[config.mk]
export PLATFORM = sky130hd
export DESIGN_NAME = fsc_step
export DESIGN_NICKNAME = d
export VERILOG_FILES = /design/src/fsc_pkg.sv /design/src/fsc_step.sv
export SDC_FILE = /design/constraint.sdc
export NUM_CORES = 1
export LEC_CHECK = 0
export BUFFER_PORTS_ARGS = -buffer_cell sky130_fd_sc_hd__buf_4
export CORE_UTILIZATION = 45
export DETAILED_ROUTE_END_ITERATION = 16
export PLACE_DENSITY_LB_ADDON = 0.3
export SLEW_MARGIN = 20
export SYNTH_ARGS = -nofsm -noshare
export SYNTH_HDL_FRONTEND = slang
export SYNTH_SLANG_ARGS = --single-unit
[constraint.sdc]
create_clock -name vclk -period 4.3
set_input_delay 0 -clock vclk [all_inputs]
set_output_delay 0 -clock vclk [all_outputs]
set_load 0.005 [all_outputs]
[src/fsc_pkg.sv]
`timescale 1ns / 1ps

package fsc_pkg;

	typedef enum logic [2:0] {
		PH_IDLE,
		PH_PCT,
		PH_FLAGS,
		PH_WIDTH,
		PH_DOT,
		PH_PREC,
		PH_MODS
	} phase_t;

	localparam logic [7:0] CH_PCT  = 8'h25; // '%'
	localparam logic [7:0] CH_STAR = 8'h2A; // '*'
	localparam logic [7:0] CH_DOT  = 8'h2E; // '.'
	localparam logic [7:0] CH_N    = 8'h6E; // 'n'

	localparam logic [7:0] CAPACITY_RESET = 8'd128;

	typedef struct packed {
		logic       has_token;
		logic [7:0] mod_first;
		logic [7:0] mod_second;
		logic [7:0] conversion_char;
		logic [7:0] bytes_used;
		logic       is_final;
		logic       verdict_ok;
	} res_t;

	function automatic logic is_flag(input logic [7:0] c);
		return c inside {8'h2D, 8'h2B, 8'h20, 8'h30, 8'h23}; // - + space 0 #
	endfunction

	function automatic logic is_mod(input logic [7:0] c);
		return c inside {8'h68, 8'h6C, 8'h6A, 8'h7A, 8'h74, 8'h4C}; // h l j z t L
	endfunction

	// d i o u x X e E f F g G a A c s
	function automatic logic is_conv(input logic [7:0] c);
		return c inside {8'h64, 8'h69, 8'h6F, 8'h75, 8'h78, 8'h58, 8'h65, 8'h45,
			8'h66, 8'h46, 8'h67, 8'h47, 8'h61, 8'h41, 8'h63, 8'h73};
	endfunction

	function automatic logic is_digit(input logic [7:0] c);
		return c inside {[8'h30:8'h39]};
	endfunction

endpackage

[src/fsc_step.sv]
`timescale 1ns / 1ps

// Next-state and result logic for one character or terminator.
module fsc_step #(
	parameter int MAX_MODIFIERS = 2,
	localparam int CW = $clog2(MAX_MODIFIERS + 1)
) (
	input  logic [7:0]        char_in,
	input  logic              is_end,
	input  logic [7:0]        capacity,
	input  fsc_pkg::phase_t   phase,
	input  logic [7:0]        mods [MAX_MODIFIERS],
	input  logic [CW-1:0]     mod_count,
	input  logic [7:0]        used,
	input  logic              err,
	output fsc_pkg::phase_t   phase_d,
	output logic [7:0]        mods_d [MAX_MODIFIERS],
	output logic [CW-1:0]     mod_count_d,
	output logic [7:0]        used_d,
	output logic              err_d,
	output logic              emit,
	output fsc_pkg::res_t     res
);

	logic       do_width;
	logic       do_prec;
	logic       do_mc;
	logic [8:0] sum;

	assign sum = {1'b0, used} + 9'(mod_count) + 9'd2;

	always_comb begin
		phase_d     = phase;
		mods_d      = mods;
		mod_count_d = mod_count;
		used_d      = used;
		err_d       = err;
		emit        = 1'b0;
		res         = '0;
		do_width    = 1'b0;
		do_prec     = 1'b0;
		do_mc       = 1'b0;

		if (is_end) begin
			emit           = 1'b1;
			res.is_final   = 1'b1;
			res.bytes_used = used;
			res.verdict_ok = !err && (phase == fsc_pkg::PH_IDLE);
			phase_d        = fsc_pkg::PH_IDLE;
			for (int i = 0; i < MAX_MODIFIERS; i++) mods_d[i] = '0;
			mod_count_d    = '0;
			used_d         = '0;
			err_d          = 1'b0;
		end else if (!err) begin
			case (phase)
				fsc_pkg::PH_IDLE: begin
					if (char_in == fsc_pkg::CH_PCT) phase_d = fsc_pkg::PH_PCT;
				end
				fsc_pkg::PH_PCT, fsc_pkg::PH_FLAGS: begin
					if (phase == fsc_pkg::PH_PCT && char_in == fsc_pkg::CH_PCT) begin
						phase_d = fsc_pkg::PH_IDLE;
					end else if (fsc_pkg::is_flag(char_in)) begin
						phase_d = fsc_pkg::PH_FLAGS;
					end else if (char_in == fsc_pkg::CH_STAR) begin
						err_d   = 1'b1;
						phase_d = fsc_pkg::PH_IDLE;
					end else begin
						do_width = 1'b1;
					end
				end
				fsc_pkg::PH_WIDTH: do_width = 1'b1;
				fsc_pkg::PH_DOT: begin
					if (char_in == fsc_pkg::CH_STAR) begin
						err_d   = 1'b1;
						phase_d = fsc_pkg::PH_IDLE;
					end else begin
						do_prec = 1'b1;
					end
				end
				fsc_pkg::PH_PREC: do_prec = 1'b1;
				fsc_pkg::PH_MODS: do_mc = 1'b1;
				default: phase_d = fsc_pkg::PH_IDLE;
			endcase

			if (do_width) begin
				if (fsc_pkg::is_digit(char_in)) phase_d = fsc_pkg::PH_WIDTH;
				else if (char_in == fsc_pkg::CH_DOT) phase_d = fsc_pkg::PH_DOT;
				else do_mc = 1'b1;
			end
			if (do_prec) begin
				if (fsc_pkg::is_digit(char_in)) phase_d = fsc_pkg::PH_PREC;
				else do_mc = 1'b1;
			end

			if (do_mc) begin
				if (mod_count < CW'(MAX_MODIFIERS) && fsc_pkg::is_mod(char_in)) begin
					for (int i = 0; i < MAX_MODIFIERS; i++)
						if (CW'(i) == mod_count) mods_d[i] = char_in;
					mod_count_d = mod_count + CW'(1);
					phase_d     = fsc_pkg::PH_MODS;
				end else if (char_in == fsc_pkg::CH_N || !fsc_pkg::is_conv(char_in)
						|| sum >= {1'b0, capacity}) begin
					err_d   = 1'b1;
					phase_d = fsc_pkg::PH_IDLE;
				end else begin
					emit                = 1'b1;
					res.has_token       = 1'b1;
					res.conversion_char = char_in;
					res.bytes_used      = sum[7:0];
					for (int i = 0; i < MAX_MODIFIERS; i++) begin
						if (i == 0 && mod_count > CW'(0)) res.mod_first = mods[i];
						if (i == 1 && mod_count > CW'(1)) res.mod_second = mods[i];
						mods_d[i] = '0;
					end
					used_d      = sum[7:0];
					mod_count_d = '0;
					phase_d     = fsc_pkg::PH_IDLE;
				end
			end
		end
	end

endmodule

# Yosys cells after proc, flatten, opt, wreduce, memory -nomap -nowiden
# Cells that the tools add are included.
op_classes:
  n_reduce_logical: 15
  n_mux: 71
  n_addsub: 3
  multipliers: 0
  n_div: 0
  eq_ne: 38
  magnitude_cmp: 6
  shifts: 0
  n_bitwise: 0
op_table:
  columns: ["cell", "count"]
  rows:
  - ["$eq A8 B7 Y1 const B", 23]
  - ["$mux W33", 4]
  - ["$mux W16", 5]
  - ["$mux W8", 10]
  - ["$eq A8 B6 Y1 const B", 8]
  - ["$mux W3", 13]
  - ["$mux W1", 28]
  - ["$mux W25", 1]
  - ["$reduce_bool A16 Y1", 1]
  - ["$mux W2", 6]
  - ["$pmux W3 S4", 1]
  - ["$add A8 B2 Y9", 1]
  - ["$add A9 B2 Y9 const B", 1]
  - ["$eq A3 B3 Y1 const B", 3]
  - ["$ge A9 B8 Y1", 1]
  - ["$ge A8 B6 Y1 const B", 1]
  - ["$le A8 B6 Y1 const B", 1]
  - ["$eq A3 B2 Y1 const B", 2]
  - ["$pmux W1 S2", 3]
  - ["$reduce_bool A6 Y1", 1]
  - ["$reduce_bool A5 Y1", 1]
  - ["$gt A2 B1 Y1 const B", 2]
  - ["$logic_and A1 B1 Y1", 4]
  - ["$eq A3 B1 Y1 const B", 1]
  - ["9 further kinds", 11]
word_totals:
  latch_bits: 0
  ram_bits: 0
  mem_bits_ro: 0
  mem_count: 0
  elab_cells: 133
  ff_bits: 0
  out_inout_bits: 66

# Logic depth before layout (Yosys ltp)
# Gate-level depths: netlist (run 1).
logic_depth:
  depth_word: 15
  mapped_depth: 18
  ltp_nobuf: 16

# Worst setup path after synthesis (run 1)
# OpenSTA, ideal clock, no wires.
synth_timing:
  kind: "input -> output"
  from: "in mod_count[1]"
  to: "out used_d[4]"
  arrival_ns: 3.342
  stages: 17
  path_slack_ns: 0.958
  path_cell_list: "inv_1 -> ha_1 -> inv_1 -> ha_1 -> fa_1 -> and3_1 -> and3_1 -> xor2_1 -> ha_1 -> nand4_1 -> o21ai_0 -> a221oi_1 -> o31ai_1 -> o21a_1 -> clkbuf_2 -> or4_1 -> a21oi_1"
synth_via:
  elab_chain_cells: 9
synth_lines:
  columns: ["element", "line_no", "text"]
  rows:
  - ["from (decl)", "fsc_step.sv:13", "input logic [CW-1:0] mod_count,"]
  - ["$add A8 B2 Y9", "fsc_step.sv:30", "assign sum = {1'b0, used} + 9'(mod_count) + 9'd2;"]
  - ["$add A9 B2 Y9", "fsc_step.sv:30", null]
  - ["$ge A9 B8 Y1", "fsc_step.sv:102", "|| sum >= {1'b0, capacity}) begin"]
  - ["$logic_or A1 B1 Y1", "fsc_step.sv:102", null]
  - ["$mux W8", "fsc_step.sv:101", "end else if (char_in == fsc_pkg::CH_N || !fsc_pkg::is_conv(char_in)"]
  - ["$mux W8 *", "fsc_step.sv:96", "if (mod_count < CW'(MAX_MODIFIERS) && fsc_pkg::is_mod(char_in)) begin"]
  - ["$mux W8 *", "fsc_step.sv:95", "if (do_mc) begin"]
  - ["$mux W8 *", "fsc_step.sv:54", "end else if (!err) begin"]
  - ["$mux W8 *", "fsc_step.sv:44", "if (is_end) begin"]
  - ["to (decl)", "fsc_step.sv:19", "output logic [7:0] used_d,"]
# Every way passes the cells marked *; elsewhere a longest branch is shown, timed or not.

# Final worst setup path (run 1)
# Ends and elaborated chain as after synthesis.

==> results of run 1 <==
## final cells by class
class / count / area, um2 / area share [%]
Multi-Input combinational cell: 252 / 1750 / 63.9
Timing Repair Buffer: 113 / 848 / 31.0
Inverter: 20 / 75.1 / 2.75
Tap cell: 50 / 62.6 / 2.29
## metrics by stage
step	util, %	worst slack (ns)	area [um2]	total power, mW	std cells
floorplan	-	0.958	1980	0.140	300
global placement	66.4	0.444	2730	0.235	435
detailed placement	66.4	0.330	2730	0.238	435
CTS	66.4	0.304	2730	0.239	435
global route	66.4	0.121	2730	0.265	435
finish	66.4	0.401	2730	0.242	435
## cells in the final DEF, fill, tap and decap left out, drive strengths merged, types with 2 or more instances in the layout
master | Yosys | routed
inv | 20 | 20
xnor2 | 4 | 4
nor2 | 21 | 21
nor2b | 6 | 6
ha | 14 | 14
a221oi | 2 | 2
nor3b | 2 | 2
a22oi | 2 | 2
o31a | 4 | 4
o22ai | 3 | 3
nand3 | 11 | 11
a21o | 3 | 3
xor2 | 2 | 2
or2 | 2 | 2
and3b | 8 | 8
mux2 | 2 | 2
or3 | 2 | 2
a31oi | 2 | 2
nand2 | 25 | 25
a21oi | 16 | 16
a211oi | 2 | 2
o21a | 2 | 2
a31o | 2 | 2
o32ai | 2 | 2
and3 | 13 | 13
nand4bb | 2 | 2
nand4 | 3 | 3
a22o | 14 | 14
nor3 | 12 | 12
buf | 15 | 113
o211ai | 2 | 2
o21ai | 26 | 26
or4 | 5 | 5
o31ai | 6 | 6
and2 | 11 | 11
## worst min-delay path by stage
stage	endpoint
finish	mods_d[7]
global route	mods_d[15]
CTS	mods_d[8]
detailed placement	mods_d[7]
global placement	mods_d[0]
floorplan	res[1]
## report_power, final
| part | internal, mW | total, mW | switching, mW |
|---|---|---|---|
| Clock | 0 | 0 | 0 |
| Sequential | 0 | 0 | 0 |
| Combinational | 0.114 | 0.242 | 0.128 |
| Total | 0.114 | 0.242 | 0.128 |
## tightest hold or removal path, delay by kind of cell
kind	cells	cell delay (ns)
buffers and inverters	2	0.18
and+or+nand+nor	1	0.11
## kinds of logic after synthesis
family	count (synthesis)	share of synthesized area (%)
xor gates and xnor gates	6	2.65
adders and majority gates	15	9.84
other	1	0.189
muxes	3	1.64
AOI/OAI and AO/OA	96	35.6
buffers and inverters	48	12.0
and+or+nand+nor	131	38.1
## layer usage
| layer | up-vias | routed length, um |
|---|---|---|
| li1 | 1282 | - |
| met1 | 1218 | 2900 |
| met4 | 0 | 59 |
| met3 | 10 | 485 |
| met2 | 128 | 3520 |
| met5 | - | 0 |
==> results by group, run 1 <==
Run status
  – Status: complete, no violations

Clock network
  – Post-CTS setup buffers: 0
  – Hold buffer count at cts: 0
  – CTS resizes: 0

Layout
  – Ant. Diodes: 0
  – CLK BUF: 0
  – Number of fill cells: between 300 and 400
  – Num sequential: 0
  – Proportion of layout cells with a drive suffix above 1: between 30 and 40%
  – Area Overhead vs Synth: 37.8%
  – FF/Latch Area: 0 um2
  – Final #Nets: 449

Worst setup path
  – Max FO, Critical Path: 19
  – Critical Path Start: mod_count[1]
  – Crit path depth: 18
  – Crit end category: output port
  – CP endpoint: used_d[4]
  – Most frequent CP cell: ha_1
  – WS Path Type: input port to output port
  – CP arrival: 3.90 ns
  – CP Buf/Inv Count: 4
  – Critical Path RT: between 4 and 5 ns
  – Cell-by-cell trace of the critical path: buf_4, inv_1, ha_1, inv_1, ha_1, fa_1, and3_1, and3_1, xor2_1, ha_1, nand4_1, o21ai_0, a221oi_1, o31ai_1, o21a_2, or4_1, a21oi_1, buf_4
  – Critical path's top delay family: adder cells
  – CP startpoint kind: input port
  – Max stage delay on crit path: 0.54 ns
  – Critical-path top delay cell: or4_1

STA
  – Min cycle time layout: between 3 and 4 ns
  – Final Cycle Share: approximately 90%
  – Final hold viol count: 0
  – Setup_tns: 0 ns
  – # setup viols final: 0
  – Final Max Tran Viols: 0
  – RSZ-0062 raised after global routing: false
  – Worst slew pin tran: roughly 0.74 ns
  – Worst slack on hold paths: between 0.2 and 0.3 ns
  – Slew headroom: 50.3%
  – Fmax: ~0.26 GHz

Logic synthesis
  – Synth Area per Inst: between 6 and 7 um2
  – Net count after synthesis: 362
  – Sequential cell area fraction in the yosys report: 0%
  – Yosys warns: 0
  – Synth area leaders: ha_1 8.8%, a22o_1 6.2%, nand2_1 4.7%, o21ai_0 4.5%, and3_1 4.1%
  – Yosys cell types: 67
  – Yosys top cell by area: ha_1
  – Mapped Area: between 1500 and 2000 um2
  – Share of the synthesized area in the top cell type: about 8.8%
  – Post-Syn Instances: 300
  – Top-count cell post-synth: nand2_1
  – Commonest cells post-synth: 25 x nand2_1, 21 x nor2_1, 20 x inv_1

Floorplanning
  – Die ar.: between 4000 and 5000 um2
  – Core Region: 4120 um2
  – Initial Utilization: ~48%
  – Row count: 23
  – Die Height: 68.4 um
  – Chip Width: between 60 and 70 um
  – Top-level I/O count: between 100 and 150

Drt
  – Avg WL per Cell: between 15 and 20 um
  – Antenna-violating nets left: 0
  – Vias: approximately 2600
  – DRT iter0 DRCs: between 200 and 250
  – WL final: about 7000 um
  – DR pass1 iterations: 5
  – Drt drc: 0
  – Via/cell ratio: 6.06

Place
  – PortBufs: between 100 and 150
  – Final Wtd Congestion: ~0.92
  – DPL Wire Length: about 5500 um

Global routing
  – Gr busiest metal: met2
  – Total global routing overflow: 0
  – GRT Util Overall: 30.3%
  – First-pass GRT wire length: 11000 um
  – M2 GR Usage: 52.5%
  – Vias in the first global route: 2344
  – Met3 usage: 2.50%
  – Met1 usage: 41.2%
  – Largest net degree at the start of global routing: 30
  – Initial antenna violation count: 0

Power
  – Leak pwr: roughly 1.4 nW
  – P per Cell Area: about 89 nW/um2
  – IR drop worst, VDD: about 0.063 mV

Worst hold path
  – HP Class: input port to output port
  – WHS Path Cells: 3
  – HP Start: mods[7]

Run
  – Max_cap viols: 0
Power figures use the tool's default switching activity.
==> run 2, diff against run 1 <==
==> constraint.sdc (replaced) <==
create_clock -name vclk -period 4
set_input_delay 0 -clock vclk [all_inputs]
set_output_delay 0 -clock vclk [all_outputs]
set_load 0.005 [all_outputs]
==> results by group, run 2 (same netlist as run 1, synthesis figures left out) <==
STA
  – Min cycle time layout: between 3 and 4 ns
  – Slew headroom: roughly half
  – Final Cycle Share: 94.7%
  – Setup_tns: 0 ns
  – Final hold viol count: 0
  – Fmax: between 0.2 and 0.3 GHz
  – RSZ-0062 raised after global routing: false
  – Post-route setup slack: roughly 0.21 ns
  – # setup viols final: 0
  – Worst slew pin tran: roughly 0.71 ns
  – Final Max Tran Viols: 0

Worst setup path
  – Critical Path RT: 4.00 ns
  – Critical path's top delay family: compound AO/OA/AOI/OAI gates
  – Max FO, Critical Path: 13
  – CP Buf/Inv Count: 5
  – Cell-by-cell trace of the critical path: buf_4, inv_1, ha_1, inv_1, ha_1, fa_1, and3_1, and3_1, xor2_1, ha_1, nand4_1, o21ai_0, a221oi_1, o31ai_1, o21a_1, buf_4, o31ai_1, a22o_1, buf_4
  – Critical-path top delay cell: fa_1
  – CP endpoint: res[7]
  – CP arrival: 3.79 ns
  – Crit end category: output port
  – WS Path Type: input port to output port
  – CP startpoint kind: input port
  – Crit path depth: 19
  – Max stage delay on crit path: ~0.38 ns
  – Critical Path Start: mod_count[1]

Layout
  – CLK BUF: 0
  – Num sequential: 0
  – Proportion of layout cells with a drive suffix above 1: 33.8%
  – Final #Nets: approximately 450
  – Commonest non-fill, non-tap cell in the layout: buf_4
  – Ant. Diodes: 0
  – Commonest cells after routing, fill and taps aside: 116 x buf_4, 25 x nand2_1, 21 x nor2_1, 20 x inv_1, 18 x o21ai_0
  – Number of fill cells: 380
  – FF/Latch Area: 0 um2
  – Cell area after layout: 2760 um2
  – Post-route core utilization: roughly 67%
  – Area Overhead vs Synth: 38.8%

Floorplanning
  – Initial Utilization: about half
  – Core Region: between 4000 and 5000 um2
  – Top-level I/O count: 113
  – Die Height: 68.4 um
  – Row count: 23
  – Chip Width: roughly 68 um
  – Die ar.: 4680 um2

Drt
  – Drt drc: 0
  – Vias: about 2700
  – DR pass1 iterations: 8
  – WL final: just under 7000 um
  – Via/cell ratio: 6.11
  – Antenna-violating nets left: 0
  – DRT iter0 DRCs: around 240
  – Avg WL per Cell: approximately 16 um

Global routing
  – First-pass GRT wire length: between 10000 and 15000 um
  – Largest net degree at the start of global routing: 30
  – GRT Util Overall: 29.3%
  – Vias in the first global route: about 2300
  – Initial antenna violation count: 0
  – Total global routing overflow: 0

Place
  – PortBufs: about 110
  – Placed cell areas: about 2800 um2
  – DPL Wire Length: approximately 5500 um
  – Final Wtd Congestion: a little over 0.9
  – Worst slack at placement: 0.263 ns

Run status
  – Status: complete, no violations

Clock network
  – CTS resizes: 0
  – Post-CTS setup buffers: 0
  – Hold buffer count at cts: 0

Power
  – P per Cell Area: between 90 and 100 nW/um2
  – IR drop worst, VDD: between 0.06 and 0.07 mV
  – Power Total: between 0.2 and 0.3 mW
  – Leak pwr: about 1.4 nW

Worst hold path
  – HP Class: input port to output port

Run
  – Max_cap viols: 0
## run 2: changes by cell type in the layout (fill, tap and decap cells not counted), sizes merged
cell / before / now
buf: 113 / 116
## run 2: where the power goes
group	internal, mW	switching (mW)	total (mW)
combinational	0.123	0.138	0.261
clock	0	0	0
sequential	0	0	0
## run 2: worst min path at each step
| stage | startpoint | endpoint | slack [ns] | depth (start not counted) |
|---|---|---|---|---|
| 6_report | mods[7] | mods_d[7] | 0.28 | 3 |
| 5_1_grt | mods[15] | mods_d[15] | 0.30 | 3 |
| 4_1_cts | mods[7] | mods_d[7] | 0.28 | 3 |
| 3_5_place_dp | mods[15] | mods_d[15] | 0.28 | 3 |
| 3_3_place_gp | mods[0] | mods_d[0] | 0.28 | 3 |
| 2_1_floorplan | is_end | res[1] | 0.08 | 1 |
## run 2: area by class of cell
class                      count  area [um2]  area share, %
inverter                      20        75.1           2.72
multi-input combinational    252        1750           63.4
timing repair buffer         116         871           31.6
tap                           50        62.6           2.27
## run 2: metal layers
metal	GRT usage, %	vias up	part of all wire, %
met5	0	-	0
met2	49.6	145	48
met1	41.2	1239	43
li1	-	1290	-
met3	2.67	4	8.1
met4	2.34	0	0.49
## run 2: stage by stage
step           hold slack, ns  std cells
2_1_floorplan          0.0808        300
3_3_place_gp            0.284        438
3_5_place_dp            0.283        438
4_1_cts                 0.283        438
5_1_grt                 0.304        438
6_report                0.282        438
